[config.mk]
export PLATFORM = sky130hd
export DESIGN_NAME = text_seed_resolver
export DESIGN_NICKNAME = d
export VERILOG_FILES = /design/src/sv/tsr_pkg.sv /design/src/sv/text_seed_resolver.sv
export SDC_FILE = /design/constraint.sdc
export NUM_CORES = 1
export LEC_CHECK = 0
export BUFFER_PORTS_ARGS = -buffer_cell sky130_fd_sc_hd__buf_2
export CAP_MARGIN = 10
export CELL_PAD_IN_SITES_DETAIL_PLACEMENT = 2
export CELL_PAD_IN_SITES_GLOBAL_PLACEMENT = 2
export CORE_ASPECT_RATIO = 1.75
export CORE_UTILIZATION = 43
export CTS_CLUSTER_DIAMETER = 30
export DETAILED_ROUTE_END_ITERATION = 16
export PLACE_DENSITY = 0.93
export SLEW_MARGIN = 0
export SYNTH_ARGS = -nofsm -noshare
export SYNTH_HDL_FRONTEND = slang
export SYNTH_SLANG_ARGS = --single-unit
[constraint.sdc]
create_clock -name i_clk -period 19.9 [get_ports i_clk]
set_input_delay 3.98 -clock i_clk [delete_from_list [all_inputs] [get_ports i_clk]]
set_output_delay 3.98 -clock i_clk [all_outputs]
set_load 0.005 [all_outputs]
[src/sv/tsr_pkg.sv]
package tsr_pkg;

    typedef enum logic [1:0] {
        KIND_NUMERIC = 2'd0,
        KIND_HASHED  = 2'd1,
        KIND_RANDOM  = 2'd2
    } t_seed_kind;

    localparam logic [31:0] FNV_BASIS = 32'd2166136261;
    localparam logic [31:0] FNV_PRIME = 32'd16777619;
    localparam logic [31:0] JAVA_MULT = 32'd31;
    localparam logic [31:0] JAVA_BASIS = 32'd0;

    localparam logic [7:0] CHAR_SPACE = 8'd32;
    localparam logic [7:0] CHAR_TAB   = 8'd9;
    localparam logic [7:0] CHAR_CR    = 8'd13;
    localparam logic [7:0] CHAR_PLUS  = 8'd43;
    localparam logic [7:0] CHAR_MINUS = 8'd45;
    localparam logic [7:0] CHAR_ZERO  = 8'd48;
    localparam logic [7:0] CHAR_NINE  = 8'd57;

    localparam logic [1:0] COUNT_MAX = 2'd2;

endpackage

[src/sv/text_seed_resolver.sv]
// Resolves a seed text, one byte per input transfer, into a 32-bit seed and a kind.
// A new byte is accepted every cycle; the byte is folded into the running hash
// (one constant multiply) and the 64-bit decimal accumulator (a times-ten add)
// in the same cycle, so the rate is one item per clock. The transfer marked
// last loads the result register, which drives the seed onto the output in the next
// cycle; the input stalls only when a last item arrives while an earlier
// result is still held by a stalled output. Writing hash_select discards any
// text in progress.
module text_seed_resolver (
    input  logic        i_clk,
    input  logic        i_rst_n,
    input  logic        i_cfg_we,
    input  logic        i_cfg_data,
    input  logic        i_in_valid,
    output logic        o_in_stall,
    input  logic [7:0]  i_text_byte,
    input  logic        i_no_byte,
    input  logic        i_last_byte,
    input  logic [31:0] i_random_word,
    output logic        o_out_valid,
    input  logic        i_out_stall,
    output logic [31:0] o_seed_value,
    output logic [1:0]  o_seed_kind
);

    logic        r_hash_select;
    logic [31:0] r_hash_running, n_hash_running;
    logic [31:0] r_hash_committed, n_hash_committed;
    logic [63:0] r_digit_value, n_digit_value;
    logic        r_content_started, n_content_started;
    logic [1:0]  r_content_count, n_content_count;
    logic        r_first_is_zero, n_first_is_zero;
    logic        r_sign_negative, n_sign_negative;
    logic        r_numeric_ok, n_numeric_ok;
    logic        r_digit_seen, n_digit_seen;
    logic        r_overflow, n_overflow;
    logic        r_space_pending, n_space_pending;

    logic        r_out_valid;
    logic [31:0] r_seed_value, n_seed_value;
    tsr_pkg::t_seed_kind r_seed_kind, n_seed_kind;

    logic        in_accept;
    logic        out_free;
    logic        c_space;
    logic        c_digit;
    logic        c_sign;
    logic [3:0]  digit;
    logic [67:0] times_ten;
    logic        take_overflow;
    logic [31:0] hashed;
    logic [31:0] basis;

    function automatic logic [31:0] hash_byte(input logic sel, input logic [31:0] h,
                                              input logic [7:0] c);
        logic [31:0] res;
        if (sel) begin
            res = h * tsr_pkg::JAVA_MULT + {24'd0, c};
        end else begin
            res = (h ^ {24'd0, c}) * tsr_pkg::FNV_PRIME;
        end
        return res;
    endfunction

    assign out_free   = !r_out_valid || !i_out_stall;
    assign o_in_stall = i_last_byte && !out_free;
    assign in_accept  = i_in_valid && !o_in_stall;

    assign basis = r_hash_select ? tsr_pkg::JAVA_BASIS : tsr_pkg::FNV_BASIS;

    assign c_space = (i_text_byte == tsr_pkg::CHAR_SPACE)
                  || (i_text_byte >= tsr_pkg::CHAR_TAB && i_text_byte <= tsr_pkg::CHAR_CR);
    assign c_digit = (i_text_byte >= tsr_pkg::CHAR_ZERO) && (i_text_byte <= tsr_pkg::CHAR_NINE);
    assign c_sign  = (i_text_byte == tsr_pkg::CHAR_PLUS) || (i_text_byte == tsr_pkg::CHAR_MINUS);
    assign digit   = i_text_byte[3:0];

    assign times_ten = ({4'd0, r_digit_value} << 3) + ({4'd0, r_digit_value} << 1)
                     + {64'd0, digit};
    assign take_overflow = |times_ten[67:64];
    assign hashed = hash_byte(r_hash_select, r_hash_running, i_text_byte);

    always_comb begin
        n_hash_running    = r_hash_running;
        n_hash_committed  = r_hash_committed;
        n_digit_value     = r_digit_value;
        n_content_started = r_content_started;
        n_content_count   = r_content_count;
        n_first_is_zero   = r_first_is_zero;
        n_sign_negative   = r_sign_negative;
        n_numeric_ok      = r_numeric_ok;
        n_digit_seen      = r_digit_seen;
        n_overflow        = r_overflow;
        n_space_pending   = r_space_pending;
        if (!i_no_byte) begin
            if (c_space) begin
                if (r_content_started) begin
                    n_hash_running  = hashed;
                    n_space_pending = 1'b1;
                end
            end else begin
                if (!r_content_started) begin
                    n_content_started = 1'b1;
                    n_first_is_zero   = (i_text_byte == tsr_pkg::CHAR_ZERO);
                    if (c_sign) begin
                        n_sign_negative = (i_text_byte == tsr_pkg::CHAR_MINUS);
                    end else if (!c_digit) begin
                        n_numeric_ok = 1'b0;
                    end
                end else begin
                    if (r_space_pending || !c_digit) begin
                        n_numeric_ok = 1'b0;
                    end
                end
                if (c_digit) begin
                    n_digit_seen = 1'b1;
                    if (!r_overflow) begin
                        if (take_overflow) begin
                            n_overflow = 1'b1;
                        end else begin
                            n_digit_value = times_ten[63:0];
                        end
                    end
                end
                n_hash_running   = hashed;
                n_hash_committed = hashed;
                n_space_pending  = 1'b0;
                if (r_content_count < tsr_pkg::COUNT_MAX) begin
                    n_content_count = r_content_count + 2'd1;
                end
            end
        end
    end

    always_comb begin
        if (n_content_count == 2'd0 || (n_content_count == 2'd1 && n_first_is_zero)) begin
            n_seed_value = i_random_word;
            n_seed_kind  = tsr_pkg::KIND_RANDOM;
        end else if (n_numeric_ok && n_digit_seen && !n_overflow) begin
            n_seed_value = n_sign_negative ? (32'd0 - n_digit_value[31:0])
                                           : n_digit_value[31:0];
            n_seed_kind  = tsr_pkg::KIND_NUMERIC;
        end else begin
            n_seed_value = n_hash_committed;
            n_seed_kind  = tsr_pkg::KIND_HASHED;
        end
    end

    always_ff @(posedge i_clk) begin
        if (!i_rst_n) begin
            r_hash_select     <= 1'b0;
            r_hash_running    <= tsr_pkg::FNV_BASIS;
            r_hash_committed  <= tsr_pkg::FNV_BASIS;
            r_digit_value     <= 64'd0;
            r_content_started <= 1'b0;
            r_content_count   <= 2'd0;
            r_first_is_zero   <= 1'b0;
            r_sign_negative   <= 1'b0;
            r_numeric_ok      <= 1'b1;
            r_digit_seen      <= 1'b0;
            r_overflow        <= 1'b0;
            r_space_pending   <= 1'b0;
        end else if (i_cfg_we) begin
            r_hash_select     <= i_cfg_data;
            r_hash_running    <= i_cfg_data ? tsr_pkg::JAVA_BASIS : tsr_pkg::FNV_BASIS;
            r_hash_committed  <= i_cfg_data ? tsr_pkg::JAVA_BASIS : tsr_pkg::FNV_BASIS;
            r_digit_value     <= 64'd0;
            r_content_started <= 1'b0;
            r_content_count   <= 2'd0;
            r_first_is_zero   <= 1'b0;
            r_sign_negative   <= 1'b0;
            r_numeric_ok      <= 1'b1;
            r_digit_seen      <= 1'b0;
            r_overflow        <= 1'b0;
            r_space_pending   <= 1'b0;
        end else if (in_accept) begin
            if (i_last_byte) begin
                r_hash_running    <= basis;
                r_hash_committed  <= basis;
                r_digit_value     <= 64'd0;
                r_content_started <= 1'b0;
                r_content_count   <= 2'd0;
                r_first_is_zero   <= 1'b0;
                r_sign_negative   <= 1'b0;
                r_numeric_ok      <= 1'b1;
                r_digit_seen      <= 1'b0;
                r_overflow        <= 1'b0;
                r_space_pending   <= 1'b0;
            end else begin
                r_hash_running    <= n_hash_running;
                r_hash_committed  <= n_hash_committed;
                r_digit_value     <= n_digit_value;
                r_content_started <= n_content_started;
                r_content_count   <= n_content_count;
                r_first_is_zero   <= n_first_is_zero;
                r_sign_negative   <= n_sign_negative;
                r_numeric_ok      <= n_numeric_ok;
                r_digit_seen      <= n_digit_seen;
                r_overflow        <= n_overflow;
                r_space_pending   <= n_space_pending;
            end
        end
    end

    always_ff @(posedge i_clk) begin
        if (!i_rst_n) begin
            r_out_valid <= 1'b0;
        end else if (out_free) begin
            r_out_valid <= in_accept && i_last_byte && !i_cfg_we;
        end
    end

    always_ff @(posedge i_clk) begin
        if (out_free && in_accept && i_last_byte) begin
            r_seed_value <= n_seed_value;
            r_seed_kind  <= n_seed_kind;
        end
    end

    assign o_out_valid  = r_out_valid;
    assign o_seed_value = r_seed_value;
    assign o_seed_kind  = r_seed_kind;

endmodule

# Word-level counts from Yosys, hierarchy flattened
# Index checks and enable logic that the tools add are counted.
totals:
  ram_bits: 0
  out_inout_bits: 36
  mem_bits_ro: 0
  n_memories: 0
  register_bits: 173
  latchBits: 0
classes:
  bitwise_logic: 2
  shift: 0
  n_lt_le_gt_ge: 5
  n_eq_ne: 12
  n_addsub: 5
  mux: 61
  reduce_logical: 32
  mul: 2
  div: 0
ops:
  columns: ["cell", "n"]
  rows:
  - ["$mux 32", 17]
  - ["$mux 64", 6]
  - ["$add 67x65->68", 1]
  - ["$add 68x4->68", 1]
  - ["$mux 1", 34]
  - ["$add 32x8->32", 1]
  - ["$eq 8x6->1 const B", 4]
  - ["$mul 32x25->32 const B", 1]
  - ["$mul 32x5->32 const B", 1]
  - ["$sub 1x32->32 const A", 1]
  - ["$xor 32x8->32", 1]
  - ["$logic_and 1x1->1", 11]
  - ["$reduce_and 3->1", 3]
  - ["$ge 8x4->1 const B", 1]
  - ["$ge 8x6->1 const B", 1]
  - ["$le 8x4->1 const B", 1]
  - ["$le 8x6->1 const B", 1]
  - ["$mux 2", 4]
  - ["$logic_not 1->1", 7]
  - ["$ne 2x2->1 const B", 3]
  - ["$reduce_and 6->1", 1]
  - ["$logic_or 1x1->1", 5]
  - ["$ne 4x4->1 const B", 1]
  - ["$reduce_bool 2->1", 2]
  - ["other kinds (10)", 10]

# Longest topological paths before layout
# Gate-level depths: netlist (run 1).
logic_depth:
  word_depth: 12
  mapped_depth: 26
  mapped_depth_nobuf: 25

# Worst setup path after synthesis (run 1)
# No wires, ideal clock.
synth_timing:
  kind: "input to register"
  startpoint: "input i_text_byte[3]"
  endpoint: "register r_seed_value[28], in the netlist o_seed_value[28] (data pin)"
  slack_ps: 9875
  stages: 21
  arrival_ps: 9752
  setup_ps: 273
  path_buffers: 1
  cell_sequence: "fa_1 > fa_1 > a211oi_1 > o211ai_1 > and3_1 > or3_1 > a31oi_1 > o21ai_0 > mux2i_1 > a2111oi_2 > buf_4 > mux2i_1 > ha_1 > o211ai_1 > nor3_1 > or3b_2 > or3_1 > mux2i_1 > a21oi_1 > xor2_1 > o221ai_1"
synth_between:
  elab_chain_cells: 12
  word_cells_on_any_way: 61
  classes_between: "add/sub: 3; mul: 1; order compare: 4; eq/ne: 5; mux: 34; bitwise: 1; reduce/logical: 13"
synth_rtl:
  columns: ["element", "line_no", "text"]
  rows:
  - ["from (decl)", "text_seed_resolver.sv:16", "input logic [7:0] i_text_byte,"]
  - ["branches (longest 11 deep; another with $add 68x4->68)", null, null]
  - ["$mux 32 (*)", "text_seed_resolver.sv:135", "if (n_content_count == 2'd0 || (n_content_count == 2'd1 && n_first_is_zero)) begin"]
  - ["named net n_seed_value[28]", "text_seed_resolver.sv:40", "logic [31:0] r_seed_value, n_seed_value;"]
  - ["to (signal assigned)", "text_seed_resolver.sv:214", "r_seed_value <= n_seed_value;"]
  - ["to (decl)", "text_seed_resolver.sv:40", null]
# Mark *: on every way through the listed nets, which the timed path passes. The select of a mux whose other input is x is not followed.
# A chain may end at the register's enable or synchronous reset.

# Final worst setup path (run 1)
# Same ends and word-level chain as after synthesis.

==> flow_metrics.env, run 1 <==
export IMPL_outcome="finished, final reports clean"
export IMPL_multi_input_area_mm2=0.0182
export IMPL_seq_area_frac_synth=0.159
export IMPL_dp_final_hpwl_mm=89.3
export IMPL_fin_tns_setup_ns=0
export IMPL_holdCritPathClass="register to register"
export IMPL_nNetsFinal=3479
export IMPL_first_iter_violations=1475
export IMPL_async_flop_share=0
export IMPL_maxSlewHeadroom=0.0512
export IMPL_drive_gt1_frac=0.0675
export IMPL_coreArea_mm2=0.0546
export IMPL_max_cap_violations=0
export IMPL_cts_tree="built"
export IMPL_cts_buffers=17
export IMPL_yosys_top_cells_area="ha_1, fa_1, dfxtp_1, inv_1, edfxtp_1"
export IMPL_routed_via_count=24100
export IMPL_required_ns=20.11
export IMPL_worstSetupPathType="input pin to register"
export IMPL_yosysMostFrequentCell="inv_1"
export IMPL_cts_sinks=173
export IMPL_worst_slew_pin_slew_ns=1.42
export IMPL_cts_clk_slew_worst_paths_ns=0.08
export IMPL_regArea_mm2=0.00380
export IMPL_hold_ws_ns=0.487
export IMPL_ys_ff_latch=173
export IMPL_synth_distinct_cells=88
export IMPL_grt_pass1_wl_mm=175
export IMPL_synth_cells=2887
export IMPL_clockBufferDepth=2
export IMPL_portBuffers=83
export IMPL_final_hold_violation_count=0
export IMPL_gp_congestion=0.957
export IMPL_final_util=0.468
export IMPL_htree_levels=4
export IMPL_clk_insertion_delay_late_ns=0.49
export IMPL_ant_nets=0
export IMPL_netlist_area_leader_share=0.188
export IMPL_grt_max_degree=72
export IMPL_avgRoutedWirePerCell_um=32.4
export IMPL_rows=113
export IMPL_post_cts_setup_buffers=0
export IMPL_first_global_vias=28400
export IMPL_yosysWarnings=0
export IMPL_fmax_mhz=87.4
export IMPL_grtUsageTotal=0.416
export IMPL_period_needed_ns=11.44
export IMPL_drv_slew=0
export IMPL_syn_to_final_growth_pct=6.86
export IMPL_fp_dieH_um=314
export IMPL_syn_num_nets=3459
export IMPL_ios=84
export IMPL_synth_edf_count=34
export IMPL_skew_ns=0.0165
export IMPL_worstSetupEndpointType="register"
export IMPL_fp_dieW_um=180
export IMPL_cts_root_buf="clkbuf_16"
export IMPL_postCtsResizedCells=0
export IMPL_nFillCells=6068
export IMPL_dieArea_mm2=0.0565
export IMPL_totalWireLength_mm=117
export IMPL_fin_crit_sh=0.575
export IMPL_setup_viol=0
export IMPL_hold_buffers=0
export IMPL_cp_start_kind="input pin"
export IMPL_rsz0062_at_grt="no"
export IMPL_grt_overflow=0
export IMPL_route_detailed_drc=0
export IMPL_ys_flop_type="dfxtp_1"
export IMPL_vias_per_cell=6.66
export IMPL_syn_area_mm2=0.0239
export IMPL_arrival_ns=11.65
export IMPL_grt_antenna_before_repair=5
export IMPL_yosys_area_top_type="ha_1"
export IMPL_synth_area_per_cell_um2=8.27
export IMPL_start_util=0.438
export IMPL_synthTopCellsByCount="inv_1, ha_1, nor2_1, nand2_1, a21oi_1"
export IMPL_regToRegSetupSlack_ns=11.45
export IMPL_drt_pass1_iterations=5
export IMPL_worstPathMaxFanout=13
==> cell families (layout without fill, tap and decap cells) <==
group                    Yosys count  after routing  synth area share
adder cells (fa/ha/maj)          524            524             0.327
buffers and inverters            496            529            0.0798
AO/OA/AOI/OAI                    744            744             0.205
other                              0              2                 0
multiplexers                      59             59            0.0255
flip-flops                       173            173             0.159
XOR/XNOR                         146            146            0.0541
AND/OR/NAND/NOR                  745            745             0.150
==> flip-flops by register name (all words and copies together), names as in the netlist <==
register,cells
o_seed_value,32
r_hash_select,1
r_overflow,1
r_first_is_zero,1
r_digit_seen,1
r_hash_running,32
o_seed_kind,2
o_out_valid,1
r_sign_negative,1
r_space_pending,1
r_content_started,1
r_digit_value,64
r_numeric_ok,1
r_hash_committed,32
r_content_count,2
==> final timing paths <==
kind / from / depth (start not counted) / endpoint
setup / recovery: i_text_byte[3] / 22 / o_seed_value[28]
hold reg to reg: r_numeric_ok / 2 / r_numeric_ok
hold / removal: r_numeric_ok / 2 / r_numeric_ok
setup reg to reg: r_hash_running[7] / 23 / o_seed_value[30]
==> placed cells by master (no fill, tap or decap), drive strengths merged, types with 9 or more instances in the layout <==
cell type	instances
a21boi	10
ha	358
nor2	225
a22oi	88
or3	27
a211o	12
and2	26
nor3b	9
edfxtp	34
a21o	44
dfxtp	139
xor2	56
mux2	15
nand2	207
o21a	18
mux2i	44
inv	382
o31ai	16
nand3	43
o21bai	17
and3	16
o21ai	168
nor4	18
a221oi	10
a31oi	16
clkbuf	21
nor2b	42
o211ai	25
nand4	33
a211oi	45
a21oi	184
buf	115
nor3	51
nand2b	13
xnor2	89
fa	166
==> through the flow <==
stage | worst slack (ns) | cells | cell area (um^2)
after CTS | 8.78 | 3607 | 25500
after detailed placement | 8.53 | 3575 | 25000
after global placement | 8.84 | 3575 | 25000
after global routing | 8.32 | 3611 | 25500
final | 8.46 | 3612 | 25500
after floorplan | 9.87 | 2887 | 23900
==> metal layers <==
layer | vias up | routed length, um | GRT usage
met1 | 12000 | 35600 | 0.352
met3 | 753 | 6650 | 0.0927
li1 | 10200 | - | -
met5 | - | 38 | 0
met4 | 6 | 15500 | 0.485
met2 | 1160 | 59300 | 0.752
==> critical path: stages <==
cell and delay [ns]:
buf_2 0.19, fa_1 0.56, ha_1 0.35, a21o_1 0.19
a41oi_1 0.41, a211o_1 0.36, a21oi_1 0.17, a211oi_1 0.78
o21a_1 0.33, o211ai_1 0.26, a2111oi_4 0.27, buf_4 0.36
mux2i_1 0.37, ha_1 0.30, o211ai_1 0.17, nor3_1 0.53
or3b_2 0.71, or3_1 0.43, mux2i_1 0.34, a21oi_1 0.15
xor2_1 0.21, o221ai_1 0.17
==> layout make-up <==
type / count / area share
Multi-Input combinational cell: 2218 / 0.714
Sequential cell: 173 / 0.149
Inverter: 380 / 0.0559
Tap cell: 690 / 0.0338
Timing Repair Buffer: 117 / 0.0262
Clock buffer: 19 / 0.0170
Clock inverter: 13 / 0.00412
Antenna cell: 2 / 0.000196
Power of run 1 is left out: the tool's default activity adds up to more than one toggle a clock period on the data nets, which glitch-free logic cannot reach.
==> run 2, diff against run 1 <==
Settings changed: ABC_AREA from default to 1, CORE_UTILIZATION 43 to 34, PLACE_DENSITY 0.93 to 0.84.
Clock period 19.9 ns to 10.2 ns, I/O delays scaled along.
==> run 2 against run 1 <==
Against the previous run: hold slack worse by 0.016 ns; non-clock buffer count down 10; final area up 1.8%; first-iteration DRC count down 56%; setup slack worse by 6.4 ns; cell count up 21%; die area up 27%.
==> flow_metrics.env, run 2 <==
export IMPL_outcome="finished, final reports clean"
export IMPL_start_util=0.345
export IMPL_gp_congestion=1.01
export IMPL_coreArea_mm2=0.0697
export IMPL_rsz0062_at_grt="no"
export IMPL_clk_insertion_delay_late_ns=0.49
export IMPL_fin_tns_setup_ns=0
export IMPL_rows=128
export IMPL_first_iter_violations=649
export IMPL_clockBufferDepth=2
export IMPL_setup_viol=0
export IMPL_dieArea_mm2=0.0717
export IMPL_seq_area_frac_synth=0.158
export IMPL_period_needed_ns=8.09
export IMPL_totalWireLength_mm=98.3
export IMPL_maxSlewHeadroom=0.349
export IMPL_cts_clk_slew_worst_paths_ns=0.08
export IMPL_holdCritPathClass="register to register"
export IMPL_syn_num_nets=3985
export IMPL_worstPathMaxFanout=6
export IMPL_required_ns=10.44
export IMPL_syn_area_mm2=0.0240
export IMPL_route_detailed_drc=0
export IMPL_nNetsFinal=4036
export IMPL_cts_root_buf="clkbuf_16"
export IMPL_ys_ff_latch=173
export IMPL_synth_edf_count=34
export IMPL_vias_per_cell=5.34
export IMPL_fmax_mhz=124
export IMPL_crit_top_cell="ha_1"
export IMPL_yosysWarnings=0
export IMPL_largest_reg_flops=64
export IMPL_largest_register="r_digit_value"
export IMPL_yosysMostFrequentCell="nand2_1"
export IMPL_highest_layer="met5"
export IMPL_grt_max_degree=69
export IMPL_ys_flop_type="dfxtp_1"
export IMPL_grt_overflow=0
export IMPL_worstSetupPathType="input pin to register"
export IMPL_fin_crit_sh=0.793
export IMPL_async_flop_share=0
export IMPL_synth_area_per_cell_um2=7.03
export IMPL_grtUsageTotal=0.279
export IMPL_synth_distinct_cells=59
export IMPL_final_common_cell="nand2_1"
export IMPL_htree_levels=4
export IMPL_postCtsResizedCells=0
export IMPL_netlist_area_leader_share=0.187
export IMPL_routed_via_count=23400
export IMPL_diodes=0
export IMPL_dr_wl_met2_mm=55.7
export IMPL_final_hold_violation_count=0
export IMPL_skew_ns=0.0181
export IMPL_avgRoutedWirePerCell_um=22.4
export IMPL_first_global_vias=27100
export IMPL_drt_pass1_iterations=4
export IMPL_cts_tree="built"
export IMPL_cp_slowest_cell="xor2_1"
export IMPL_grt_pass1_wl_mm=152
export IMPL_slowest_delay_ns=0.66
export IMPL_hold_buffers=0
export IMPL_drv_slew=0
export IMPL_cts_buffers=17
export IMPL_wl_met1_mm=32.9
export IMPL_synth_cells=3413
export IMPL_final_cell_mix="nand2_1, inv_1, ha_1"
export IMPL_post_cts_setup_buffers=0
export IMPL_arrival_ns=8.33
export IMPL_fp_dieH_um=354
export IMPL_yosys_area_top_type="ha_1"
export IMPL_drive_gt1_frac=0.0756
export IMPL_dp_final_hpwl_mm=84.2
export IMPL_synthTopCellsByCount="nand2_1, inv_1, ha_1, a21oi_1, nor2_1"
export IMPL_cp_start_kind="input pin"
export IMPL_worst_slew_pin_slew_ns=0.974
export IMPL_syn_to_final_growth_pct=8.25
export IMPL_fp_dieW_um=203
export IMPL_max_cap_violations=0
export IMPL_ios=84
export IMPL_ant_nets=0
export IMPL_grt_antenna_before_repair=6
export IMPL_worstSetupEndpointType="register"
export IMPL_cts_sinks=173
export IMPL_wl_met3_mm=1.95
export IMPL_yosys_top_cells_area="ha_1, fa_1, nand2_1, dfxtp_1, inv_1"
export IMPL_portBuffers=83
[run 2: worst paths after layout]
path                                            from              endpoint  slack (ns)  cells past startpoint
worst min-delay path            r_hash_committed[26]  r_hash_committed[26]        0.47                      2
worst min register to register  r_hash_committed[26]  r_hash_committed[26]        0.47                      2
worst max-delay path                  i_text_byte[4]      o_seed_value[27]        2.11                     26
worst max register to register     r_hash_running[4]      o_seed_value[27]        3.18                     25
[run 2: layer usage]
layer,up-vias,global-route usage
met5,-,0
met4,12,0.200
met3,265,0.0297
met2,361,0.567
met1,11800,0.248
li1,11000,-
[run 2: final cells by class]
type                       count  area (um^2)
fill                        8423        43700
multi-input combinational   2522        17500
sequential                   173         3800
inverter                     643         2410
tap                          910         1140
timing repair buffer         107          596
clock buffer                  18          429
clock inverter                14          126
[run 2: stage by stage]
step / hold WS (ns) / area [um^2] / instances / worst slack (ns) / util
after floorplan: 0.437 / 24000 / 3413 / 3.14 / -
after global placement: 0.447 / 25400 / 4355 / 1.82 / 0.365
after detailed placement: 0.455 / 25400 / 4355 / 1.66 / 0.365
after CTS: 0.469 / 26000 / 4387 / 2.16 / 0.373
after global routing: 0.492 / 26000 / 4387 / 1.89 / 0.373
final: 0.471 / 26000 / 4387 / 2.11 / 0.373
[run 2: kinds of logic (layout without fill, tap and decap cells)]
group | count (synthesis) | in the layout | synth area share
AO/OA/AOI/OAI | 579 | 579 | 0.135
XOR/XNOR | 92 | 92 | 0.0336
adder cells (fa/ha/maj) | 524 | 524 | 0.325
buffers and inverters | 718 | 782 | 0.115
flip-flops | 173 | 173 | 0.158
multiplexers | 5 | 5 | 0.00208
AND/OR/NAND/NOR | 1322 | 1322 | 0.232
[run 2: worst max-delay path, delay by kind of cell]
family	cells	cell delay [ns]
adder cells (fa/ha/maj)	8	2.93
AO/OA/AOI/OAI	9	2.00
XOR/XNOR	1	0.66
buffers and inverters	4	0.42
AND/OR/NAND/NOR	4	0.28
Power of run 2 is left out for the same reason.
